$ cat src/rtl/core/bucket_bitpack_dump_encoder_core_defines.svh
// ----------------------------------------------------------------------------
// Bucket bitpack dump encoder - assertion macros
// Shared concurrent assertion helpers, clocked on i_clk; BBDE_ASSERT is held off in reset.
// ----------------------------------------------------------------------------
`ifndef BUCKET_BITPACK_DUMP_ENCODER_CORE_DEFINES_SVH
`define BUCKET_BITPACK_DUMP_ENCODER_CORE_DEFINES_SVH

// implication checked on every clock edge out of reset
`define BBDE_ASSERT(lbl, prop, msg) \
    lbl: assert property (@(posedge i_clk) disable iff (!i_rst_n) prop) else $error(msg);

// check that holds through reset as well
`define BBDE_ASSERT_ALWAYS(lbl, prop, msg) \
    lbl: assert property (@(posedge i_clk) prop) else $error(msg);

`endif

$ cat src/rtl/core/bbde_pkg.sv
// ----------------------------------------------------------------------------
// Bucket bitpack dump encoder - package
// Request codes, register indexes, stream bytes and the slot command type.
// ----------------------------------------------------------------------------
package bbde_pkg;

    localparam int NUM_SLOTS   = 9;
    localparam int SLOT_W      = $clog2(NUM_SLOTS);
    localparam int QUEUE_DEPTH = 2;
    localparam int QPTR_W      = (QUEUE_DEPTH > 1) ? $clog2(QUEUE_DEPTH) : 1;
    localparam int QCNT_W      = $clog2(QUEUE_DEPTH + 1);

    localparam logic [1:0] REQ_START  = 2'd0;
    localparam logic [1:0] REQ_SAMPLE = 2'd1;
    localparam logic [1:0] REQ_FINISH = 2'd2;

    localparam logic [2:0] REG_EXC_LOW    = 3'd0;
    localparam logic [2:0] REG_EXC_HIGH   = 3'd1;
    localparam logic [2:0] REG_EDGE_ONE   = 3'd2;
    localparam logic [2:0] REG_EDGE_TWO   = 3'd3;
    localparam logic [2:0] REG_EDGE_THREE = 3'd4;
    localparam logic [2:0] REG_EDGE_FOUR  = 3'd5;
    localparam logic [2:0] REG_INTERVAL   = 3'd6;

    localparam logic signed [15:0] RST_EXC_LOW    = 16'sd2200;
    localparam logic signed [15:0] RST_EXC_HIGH   = 16'sd2300;
    localparam logic signed [15:0] RST_EDGE_ONE   = 16'sd2200;
    localparam logic signed [15:0] RST_EDGE_TWO   = 16'sd2400;
    localparam logic signed [15:0] RST_EDGE_THREE = 16'sd2600;
    localparam logic signed [15:0] RST_EDGE_FOUR  = 16'sd2800;
    localparam logic [7:0]         RST_INTERVAL   = 8'd50;

    localparam logic [7:0] MARK_STAMP  = 8'hF0;
    localparam logic [7:0] MARK_EXC    = 8'hE5;
    localparam logic [7:0] MARK_END    = 8'hEE;
    localparam logic [7:0] HDR_MAGIC   = 8'hC1;
    localparam logic [7:0] HDR_VERSION = 8'h01;
    localparam logic [7:0] HDR_TAIL    = 8'h05;

    // byte slots of one command, sent lowest first
    localparam int SLOT_FLUSH     = 0;
    localparam int SLOT_STAMP     = 1;
    localparam int SLOT_STAMP_EXC = 6;
    localparam int SLOT_CHANGE    = 7;
    localparam int SLOT_PACK      = 8;

    typedef struct packed {
        logic [NUM_SLOTS-1:0]      mask;
        logic [NUM_SLOTS-1:0][7:0] bytes;
    } t_cmd;

    typedef struct packed {
        logic full;
        logic empty;
    } t_q_stat;

endpackage

$ cat src/rtl/core/bbde_front.sv
// ----------------------------------------------------------------------------
// Bucket bitpack dump encoder - front end
// Holds configuration and stream state, classifies each request and builds
// the slot command for its output bytes.
// ----------------------------------------------------------------------------
module bbde_front
    import bbde_pkg::*;
(
    input  logic        i_clk,
    input  logic        i_rst_n,
    input  logic        i_cfg_we,
    input  logic [2:0]  i_cfg_idx,
    input  logic [15:0] i_cfg_data,
    input  logic        i_push,
    input  logic [1:0]  i_req_type,
    input  logic [31:0] i_sample_time,
    input  logic signed [15:0] i_temp_centi,
    input  logic [15:0] i_record_count,
    input  t_q_stat     i_q_stat,
    output logic        o_q_push,
    output t_cmd        o_q_cmd
);

    logic signed [15:0] r_exc_low, r_exc_high;
    logic signed [15:0] r_edge_one, r_edge_two, r_edge_three, r_edge_four;
    logic [7:0]         r_interval;

    logic [7:0] r_phase, n_phase;
    logic [7:0] r_pack, n_pack;
    logic [2:0] r_fill, n_fill;
    logic       r_seen, n_seen;
    logic       r_exc, n_exc;

    logic       accept;
    logic       exc;
    logic [2:0] bucket;
    logic       flush;
    logic [7:0] pb_base, packed_byte;
    logic [2:0] f_base;
    logic [3:0] f_sum;
    t_cmd       cmd;

    assign accept = i_push && !i_q_stat.full;

    always_comb begin
        exc = (i_temp_centi < r_exc_low) || (i_temp_centi > r_exc_high);
        if (i_temp_centi < r_edge_one) begin
            bucket = 3'd0;
        end else if (i_temp_centi < r_edge_two) begin
            bucket = 3'd1;
        end else if (i_temp_centi < r_edge_three) begin
            bucket = 3'd2;
        end else if (i_temp_centi < r_edge_four) begin
            bucket = 3'd3;
        end else begin
            bucket = 3'd4;
        end
    end

    always_comb begin
        cmd         = '0;
        n_phase     = r_phase;
        n_pack      = r_pack;
        n_fill      = r_fill;
        n_seen      = r_seen;
        n_exc       = r_exc;
        flush       = 1'b0;
        pb_base     = r_pack;
        f_base      = r_fill;
        packed_byte = '0;
        f_sum       = '0;
        case (i_req_type)
            REQ_START: begin
                cmd.mask[5:1]  = '1;
                cmd.bytes[1]   = HDR_MAGIC;
                cmd.bytes[2]   = HDR_VERSION;
                cmd.bytes[3]   = i_record_count[7:0];
                cmd.bytes[4]   = i_record_count[15:8];
                cmd.bytes[5]   = HDR_TAIL;
                n_phase = '0;
                n_pack  = '0;
                n_fill  = '0;
                n_seen  = 1'b0;
                n_exc   = 1'b0;
            end
            REQ_SAMPLE: begin
                flush = (r_fill != 3'd0) &&
                        ((r_phase == 8'd0) || (r_seen && (exc != r_exc)));
                cmd.mask[SLOT_FLUSH]  = flush;
                cmd.bytes[SLOT_FLUSH] = r_pack;
                if (r_phase == 8'd0) begin
                    cmd.mask[SLOT_STAMP+4:SLOT_STAMP] = '1;
                    cmd.bytes[SLOT_STAMP]     = MARK_STAMP;
                    cmd.bytes[SLOT_STAMP+1]   = i_sample_time[7:0];
                    cmd.bytes[SLOT_STAMP+2]   = i_sample_time[15:8];
                    cmd.bytes[SLOT_STAMP+3]   = i_sample_time[23:16];
                    cmd.bytes[SLOT_STAMP+4]   = i_sample_time[31:24];
                    cmd.mask[SLOT_STAMP_EXC]  = r_seen && r_exc;
                    cmd.bytes[SLOT_STAMP_EXC] = MARK_EXC;
                end
                cmd.mask[SLOT_CHANGE]  = r_seen && (exc != r_exc);
                cmd.bytes[SLOT_CHANGE] = MARK_EXC;
                pb_base     = flush ? 8'd0 : r_pack;
                f_base      = flush ? 3'd0 : r_fill;
                packed_byte = pb_base | (8'({5'd0, bucket}) << f_base);
                f_sum       = {1'b0, f_base} + 4'd3;
                if (f_sum[3]) begin
                    cmd.mask[SLOT_PACK]  = 1'b1;
                    cmd.bytes[SLOT_PACK] = packed_byte;
                    n_fill = f_sum[2:0];
                    n_pack = (f_sum[2:0] != 3'd0) ?
                             8'({5'd0, bucket} >> (3'd3 - f_sum[2:0])) : 8'd0;
                end else begin
                    n_fill = f_sum[2:0];
                    n_pack = packed_byte;
                end
                n_seen = 1'b1;
                n_exc  = exc;
                if (({1'b0, r_phase} + 9'd1) >= {1'b0, r_interval}) begin
                    n_phase = '0;
                end else begin
                    n_phase = r_phase + 8'd1;
                end
            end
            REQ_FINISH: begin
                cmd.mask[SLOT_FLUSH]  = r_fill != 3'd0;
                cmd.bytes[SLOT_FLUSH] = r_pack;
                cmd.mask[1]  = 1'b1;
                cmd.bytes[1] = MARK_END;
                n_pack = '0;
                n_fill = '0;
            end
            default: begin
            end
        endcase
    end

    always_ff @(posedge i_clk) begin
        if (!i_rst_n) begin
            r_exc_low    <= RST_EXC_LOW;
            r_exc_high   <= RST_EXC_HIGH;
            r_edge_one   <= RST_EDGE_ONE;
            r_edge_two   <= RST_EDGE_TWO;
            r_edge_three <= RST_EDGE_THREE;
            r_edge_four  <= RST_EDGE_FOUR;
            r_interval   <= RST_INTERVAL;
        end else if (i_cfg_we) begin
            case (i_cfg_idx)
                REG_EXC_LOW:    r_exc_low    <= i_cfg_data;
                REG_EXC_HIGH:   r_exc_high   <= i_cfg_data;
                REG_EDGE_ONE:   r_edge_one   <= i_cfg_data;
                REG_EDGE_TWO:   r_edge_two   <= i_cfg_data;
                REG_EDGE_THREE: r_edge_three <= i_cfg_data;
                REG_EDGE_FOUR:  r_edge_four  <= i_cfg_data;
                REG_INTERVAL:   r_interval   <= i_cfg_data[7:0];
                default: begin
                end
            endcase
        end
    end

    always_ff @(posedge i_clk) begin
        if (!i_rst_n) begin
            r_phase <= '0;
            r_pack  <= '0;
            r_fill  <= '0;
            r_seen  <= 1'b0;
            r_exc   <= 1'b0;
        end else if (accept) begin
            r_phase <= n_phase;
            r_pack  <= n_pack;
            r_fill  <= n_fill;
            r_seen  <= n_seen;
            r_exc   <= n_exc;
        end
    end

    assign o_q_push = accept && (cmd.mask != '0);
    assign o_q_cmd  = cmd;

endmodule

$ cat src/rtl/core/bbde_queue.sv
// ----------------------------------------------------------------------------
// Bucket bitpack dump encoder - command queue
// Short register queue of slot commands between front and back end.
// ----------------------------------------------------------------------------
module bbde_queue
    import bbde_pkg::*;
(
    input  logic    i_clk,
    input  logic    i_rst_n,
    input  logic    i_push,
    input  t_cmd    i_cmd,
    input  logic    i_pop,
    output t_cmd    o_cmd,
    output t_q_stat o_stat
);

    t_cmd              r_mem [QUEUE_DEPTH];
    logic [QPTR_W-1:0] r_wr_ptr, r_rd_ptr;
    logic [QCNT_W-1:0] r_count;

    function automatic logic [QPTR_W-1:0] ptr_inc(input logic [QPTR_W-1:0] p);
        return (p == QPTR_W'(QUEUE_DEPTH - 1)) ? '0 : p + 1'b1;
    endfunction

    always_ff @(posedge i_clk) begin
        if (!i_rst_n) begin
            r_wr_ptr <= '0;
            r_rd_ptr <= '0;
            r_count  <= '0;
        end else begin
            if (i_push) begin
                r_wr_ptr <= ptr_inc(r_wr_ptr);
            end
            if (i_pop) begin
                r_rd_ptr <= ptr_inc(r_rd_ptr);
            end
            case ({i_push, i_pop})
                2'b10:   r_count <= r_count + 1'b1;
                2'b01:   r_count <= r_count - 1'b1;
                default: r_count <= r_count;
            endcase
        end
    end

    always_ff @(posedge i_clk) begin
        if (i_push) begin
            r_mem[r_wr_ptr] <= i_cmd;
        end
    end

    assign o_cmd        = r_mem[r_rd_ptr];
    assign o_stat.full  = r_count == QCNT_W'(QUEUE_DEPTH);
    assign o_stat.empty = r_count == '0;

endmodule

$ cat src/rtl/core/bbde_back.sv
// ----------------------------------------------------------------------------
// Bucket bitpack dump encoder - back end
// Walks the set slots of each command, one byte a cycle while the output is
// not stalled, into the output register.
// ----------------------------------------------------------------------------
`include "bucket_bitpack_dump_encoder_core_defines.svh"

module bbde_back
    import bbde_pkg::*;
(
    input  logic       i_clk,
    input  logic       i_rst_n,
    input  t_cmd       i_q_cmd,
    input  t_q_stat    i_q_stat,
    output logic       o_q_pop,
    input  logic       i_pop,
    output logic       o_empty,
    output logic [7:0] o_out_byte,
    output logic       o_last_of_run
);

    logic [NUM_SLOTS-1:0]      r_mask, n_mask;
    logic [NUM_SLOTS-1:0][7:0] r_bytes;
    logic                      r_out_valid;
    logic [7:0]                r_out_byte;
    logic                      r_out_last;

    logic [SLOT_W-1:0]    sel;
    logic [NUM_SLOTS-1:0] remaining;
    logic                 adv;
    logic                 load;

    always_comb begin
        sel = '0;
        for (int i = NUM_SLOTS - 1; i >= 0; i--) begin
            if (r_mask[i]) begin
                sel = SLOT_W'(i);
            end
        end
    end

    always_comb begin
        remaining = r_mask;
        remaining[sel] = 1'b0;
    end

    assign adv    = (r_mask != '0) && (!r_out_valid || i_pop);
    assign n_mask = adv ? remaining : r_mask;
    assign load   = (n_mask == '0) && !i_q_stat.empty;

    always_ff @(posedge i_clk) begin
        if (!i_rst_n) begin
            r_mask      <= '0;
            r_out_valid <= 1'b0;
        end else begin
            r_mask <= load ? i_q_cmd.mask : n_mask;
            if (adv) begin
                r_out_valid <= 1'b1;
            end else if (i_pop) begin
                r_out_valid <= 1'b0;
            end
        end
    end

    always_ff @(posedge i_clk) begin
        if (load) begin
            r_bytes <= i_q_cmd.bytes;
        end
        if (adv) begin
            r_out_byte <= r_bytes[sel];
            r_out_last <= remaining == '0;
        end
    end

    assign o_q_pop       = load;
    assign o_empty       = !r_out_valid;
    assign o_out_byte    = r_out_byte;
    assign o_last_of_run = r_out_last;

    `BBDE_ASSERT(a_pop_nonempty, o_q_pop |-> !i_q_stat.empty, "queue popped while empty")
    `BBDE_ASSERT(a_load_nonzero, o_q_pop |=> (r_mask != '0), "empty command loaded")
    `BBDE_ASSERT(a_adv_shows, adv |=> r_out_valid, "byte sent but output not valid")
    `BBDE_ASSERT_ALWAYS(a_reset_idle, !i_rst_n |=> (o_empty && (r_mask == '0)),
        "not idle after reset")

endmodule

$ cat src/rtl/core/bucket_bitpack_dump_encoder_core.sv
// ----------------------------------------------------------------------------
// Bucket bitpack dump encoder - top level
// Turns start, sample and finish requests into a compact byte stream.
// ----------------------------------------------------------------------------
// Input side is a queue write: a request is taken on a rising edge with push
// high and full low. Output side is a queue read: the oldest byte is on
// o_out_byte / o_last_of_run while empty is low and leaves on an edge with pop
// high. o_last_of_run marks the final byte a request produces; requests that
// produce nothing (unknown type, a sample that only adds bits) show nothing.
// The front end takes one request a cycle while full is low and turns it into
// a slot command in the same cycle; a two-deep command queue sits in front of
// the back end. The back end sends one byte a cycle while pop keeps up, and a
// request makes 0 to 8 bytes (header 5). The first byte of a request passes
// through the command queue and the back end's slot register to the output.
// When the reader stalls the output register holds, the back end stops and
// full rises once the queue holds two commands.
// Configuration is written through i_cfg_we / i_cfg_idx / i_cfg_data while
// idle. Reset restores register defaults and clears all stream state.
// ----------------------------------------------------------------------------
module bucket_bitpack_dump_encoder_core
    import bbde_pkg::*;
(
    input  logic        i_clk,
    input  logic        i_rst_n,
    input  logic        i_cfg_we,
    input  logic [2:0]  i_cfg_idx,
    input  logic [15:0] i_cfg_data,
    input  logic        push,
    output logic        full,
    input  logic [1:0]  i_req_type,
    input  logic [31:0] i_sample_time,
    input  logic signed [15:0] i_temp_centi,
    input  logic [15:0] i_record_count,
    output logic        empty,
    input  logic        pop,
    output logic [7:0]  o_out_byte,
    output logic        o_last_of_run
);

    logic    q_push, q_pop;
    t_cmd    q_in_cmd, q_out_cmd;
    t_q_stat q_stat;

    bbde_front u_front (
        .i_clk          (i_clk),
        .i_rst_n        (i_rst_n),
        .i_cfg_we       (i_cfg_we),
        .i_cfg_idx      (i_cfg_idx),
        .i_cfg_data     (i_cfg_data),
        .i_push         (push),
        .i_req_type     (i_req_type),
        .i_sample_time  (i_sample_time),
        .i_temp_centi   (i_temp_centi),
        .i_record_count (i_record_count),
        .i_q_stat       (q_stat),
        .o_q_push       (q_push),
        .o_q_cmd        (q_in_cmd)
    );

    bbde_queue u_queue (
        .i_clk   (i_clk),
        .i_rst_n (i_rst_n),
        .i_push  (q_push),
        .i_cmd   (q_in_cmd),
        .i_pop   (q_pop),
        .o_cmd   (q_out_cmd),
        .o_stat  (q_stat)
    );

    bbde_back u_back (
        .i_clk         (i_clk),
        .i_rst_n       (i_rst_n),
        .i_q_cmd       (q_out_cmd),
        .i_q_stat      (q_stat),
        .o_q_pop       (q_pop),
        .i_pop         (pop),
        .o_empty       (empty),
        .o_out_byte    (o_out_byte),
        .o_last_of_run (o_last_of_run)
    );

    assign full = q_stat.full;

endmodule
$ cat config.mk
export PLATFORM = sky130hd
export DESIGN_NAME = bucket_bitpack_dump_encoder_core
export DESIGN_NICKNAME = d
export VERILOG_FILES = /design/src/rtl/core/bbde_pkg.sv /design/src/rtl/core/bbde_front.sv /design/src/rtl/core/bbde_queue.sv /design/src/rtl/core/bbde_back.sv /design/src/rtl/core/bucket_bitpack_dump_encoder_core.sv
export VERILOG_INCLUDE_DIRS = /design/src /design/src/rtl/core
export SDC_FILE = /design/constraint.sdc
export NUM_CORES = 1
export LEC_CHECK = 0
export ABC_CLOCK_PERIOD_IN_PS = 7930
export BUFFER_PORTS_ARGS = -buffer_cell sky130_fd_sc_hd__buf_4
export CAP_MARGIN = 20
export CORE_UTILIZATION = 64
export CTS_BUF_LIST = sky130_fd_sc_hd__clkbuf_8
export CTS_CLUSTER_SIZE = 14
export DETAILED_ROUTE_END_ITERATION = 16
export PLACE_DENSITY = 0.91
export SLEW_MARGIN = 10
export SYNTH_ARGS = -nofsm -noshare
export SYNTH_HDL_FRONTEND = slang
export SYNTH_HIERARCHICAL = 1
export SYNTH_SLANG_ARGS = --single-unit
$ cat constraint.sdc
create_clock -name i_clk -period 7.93 [get_ports i_clk]
set_clock_uncertainty 0.15 [all_clocks]
set_input_delay 0.3965 -clock i_clk [delete_from_list [all_inputs] [get_ports i_clk]]
set_output_delay 0.3965 -clock i_clk [all_outputs]
set_load 0.05 [all_outputs]
==> impl_metrics.toml <==
[status]
outcome = "finished clean"

[global_route]
grt_max_degree = 90
grt.overflow.total = 0
grt_pass1_wl_um = 71700
antenna_found_initial = 0
grt_usage_pct = 32.5
grt_pass1_vias = 13400

[synth]
yosysMostFrequentCell = "edfxtp_1"
ys_seq_area_share_pct = 56.0
synthFlopType = "edfxtp_1"
synthTopCellsByArea = "edfxtp_1, dfxtp_1, ha_1"
yosysTopAreaCell = "edfxtp_1"
synth_seq_cells = 383
synth_edf_count = 243
ys_warn_count = 6
async_flop_share_pct = 0
syn_area_um2 = 18000
synth_cells = 1610
postSynthAreaPerCell_um2 = 11.2
synthTopCellsByCount = "edfxtp_1, nand2_1, dfxtp_1"
synth_top_area_share_pct = 40.4
yosys.cell_types.count = 87

[min_path]
hold_class = "in2reg"

[placement]
dpl_worst_slack_ps = 2350
hpwl_um = 27800
port-buffer-count = 100
place_congestion = 0.958
place_area_um2 = 18900

[worst_setup_path]
cp.required_ps = 8040
worst_ep_arrival_time_ps = 5620
path_class = "reg2reg"
crit_top_cell = "inv_1"
cp-start-kind = "register"
slowest_delay_ps = 570
critPathSlowestCell = "o21a_1"
cpLargestDelayFamily = "compound AO/OA/AOI/OAI gates"
cp_cell_sequence = "inv_1 -> ha_1 -> nand4_2 -> nor4_1 -> a21boi_1 -> o41ai_1 -> a311oi_2 -> xor2_1 -> o21a_1 -> and2_4 -> nand3_1 -> inv_1 -> o31a_1 -> inv_1 -> nor2_4 -> buf_4 -> buf_16"
cp_max_fo = 46
critPathCaptureType = "register"
cp.buffers_inverters = 5

[finish]
multi_input_area_um2 = 7060
design_area_um2 = 20600
nets = 1948
antenna_cells = 0
seq_area_um2 = 10100
fillers = 1725
syn2layout_area_growth_pct = 14.0
drive_above_1_share_pct = 17.0

[sta]
rsz0062_at_grt = "false"
fin_hold_ws_ps = 12.1
setup_ws_ps = 2420
finalSetupViolations = 0
setup_tns_ps = 0
slew_viol_final = 0
worstMarginPinSlew_ps = 1160
slew_headroom_pct = 22.5
period_needed_ps = 5510
finalHoldViolations = 0
max_freq_ghz = 0.182
min_period_over_period_pct = 69.5

[clocking]
ctsRootBufferMaster = "clkbuf_8"
h-tree-depth = 2
cts_tree = "built"
cts_buffers = 59
clock_latency_ps = 600
clock_sinks = 383
post_cts_resize_count = 0
path_clk_slew_ps = 60
max-clock-path-buffers = 3

[routing]
first_pass_iters = 5
viasPerCell = 6.26
detail_route.wl_per_cell_um = 21.7
drt-met1-wl_um = 17700
dr.max_layer_used = "met4"
postRouteAntennaNets = 0
vias = 13600
drt-total-wl_um = 47300
met3_length_um = 4400
dr.first_iter.drc_count = 1497
remaining_drc_errors = 0
wl_met2_um = 22700

[floorplanning]
core_area_um2 = 27800
die_y_um = 170
die_w_um = 170
num_io_pins = 101
die-area_um2 = 28900
num_rows = 61
start_util_pct = 64.9

[pwr]
sw_frac_of_total_pct = 34.9
seq_power_share_pct = 47.1
p_leak_nw = 7.86
pwr-share-clk_pct = 25.0
power.internal_mw = 3.92
p_comb_share_pct = 27.9
finalPower_mw = 6.02
switching_power_mw = 2.10
power.density_nw_per_um2 = 293
ir_drop_mv = 0.179

[job]
drv_cap = 0
==> final cells by class <==
type	instances	share of cell area, %
sequential	383	49.1
multi-input combinational	1016	34.3
timing repair buffer	165	6.89
clock buffer	60	4.02
tap	378	2.30
inverter	125	2.28
clock inverter	51	1.05
==> repair_timing <==
item,in CTS,in global routing
hold buffers,52,0
buffers inserted,0,0
endpoints found under the hold margin,150,0
endpoints found under the setup margin,0,0
==> power groups by stage <==
stage | Sequential (mW) | Clock (mW) | Combinational, mW
after floorplan | 2.81 | 0 | 1.08
after global placement | 2.82 | 0 | 1.49
after detailed placement | 2.84 | 0 | 1.55
after CTS | 2.81 | 1.48 | 1.60
after global routing | 2.85 | 1.60 | 1.76
final | 2.83 | 1.51 | 1.68
==> registers in the layout (all words and copies together), names as in the netlist, 9 cells and up, named ones only <==
| signal | cells |
|---|---|
| u_back/r_bytes | 72 |
| u_back/r_mask | 9 |
| u_front/r_edge_four | 16 |
| u_front/r_edge_one | 16 |
| u_front/r_edge_three | 16 |
| u_front/r_edge_two | 16 |
| u_front/r_exc_high | 16 |
| u_front/r_exc_low | 16 |
| u_queue/r_mem | 162 |
==> worst paths after layout <==
path,from,end,slack [ps],cells past startpoint
worst max register to register,u_front/r_exc_high[14],u_queue/r_mem[0][20],2420,17
worst min register to register,u_front/r_exc_low[15],u_front/r_exc_low[15],310,2
worst max-delay path,u_front/r_exc_high[14],u_queue/r_mem[0][20],2420,17
worst min-delay path,i_record_count[1],u_queue/r_mem[0][25],10,2
==> cell families after synthesis <==
group                    count (synthesis)  synth area share, %
AND/OR/NAND/NOR                        452                 11.9
flip-flops                             383                 56.0
XOR/XNOR                                13                0.631
buffers and inverters                  216                 5.26
AO/OA/AOI/OAI                          338                 12.7
adder cells (fa/ha/maj)                108                 7.49
other                                    1               0.0208
multiplexers                            99                 6.05
==> layer usage <==
metal  track usage [%]  vias up
met5                 0        -
met4              17.7        0
met3              5.81      181
met2              53.6      871
met1              40.8     6481
li1                  -     6094
==> metrics by stage <==
stage	utilization [%]	instances
2_1_floorplan	-	1615
3_3_place_gp	68.1	2012
3_5_place_dp	68.1	2012
4_1_cts	73.8	2175
5_1_grt	74.0	2178
6_report	74.0	2178
==> cells in the final DEF (no fill, tap or decap), types with 9 or more instances in the layout <==
cell           instances
a211oi_1              10
a21o_1                13
a21oi_1              116
a22o_1                23
and2_1                18
and3_1                19
buf_4                110
clkbuf_8              60
clkinv_1              20
clkinv_2               9
dfxtp_1              139
dlygate4sd3_1         52
edfxtp_1             243
ha_1                 108
inv_1                141
mux2_2                81
mux2i_1               18
nand2_1              241
nand2b_1              21
nand3_1               28
nand4_1               16
nor2_1                42
nor2b_1               14
nor3_1                16
o211ai_1              44
o21ai_0               39
o21ai_1                9
o2bb2ai_1              9
No activity file was read; power rests on OpenSTA's default activity.
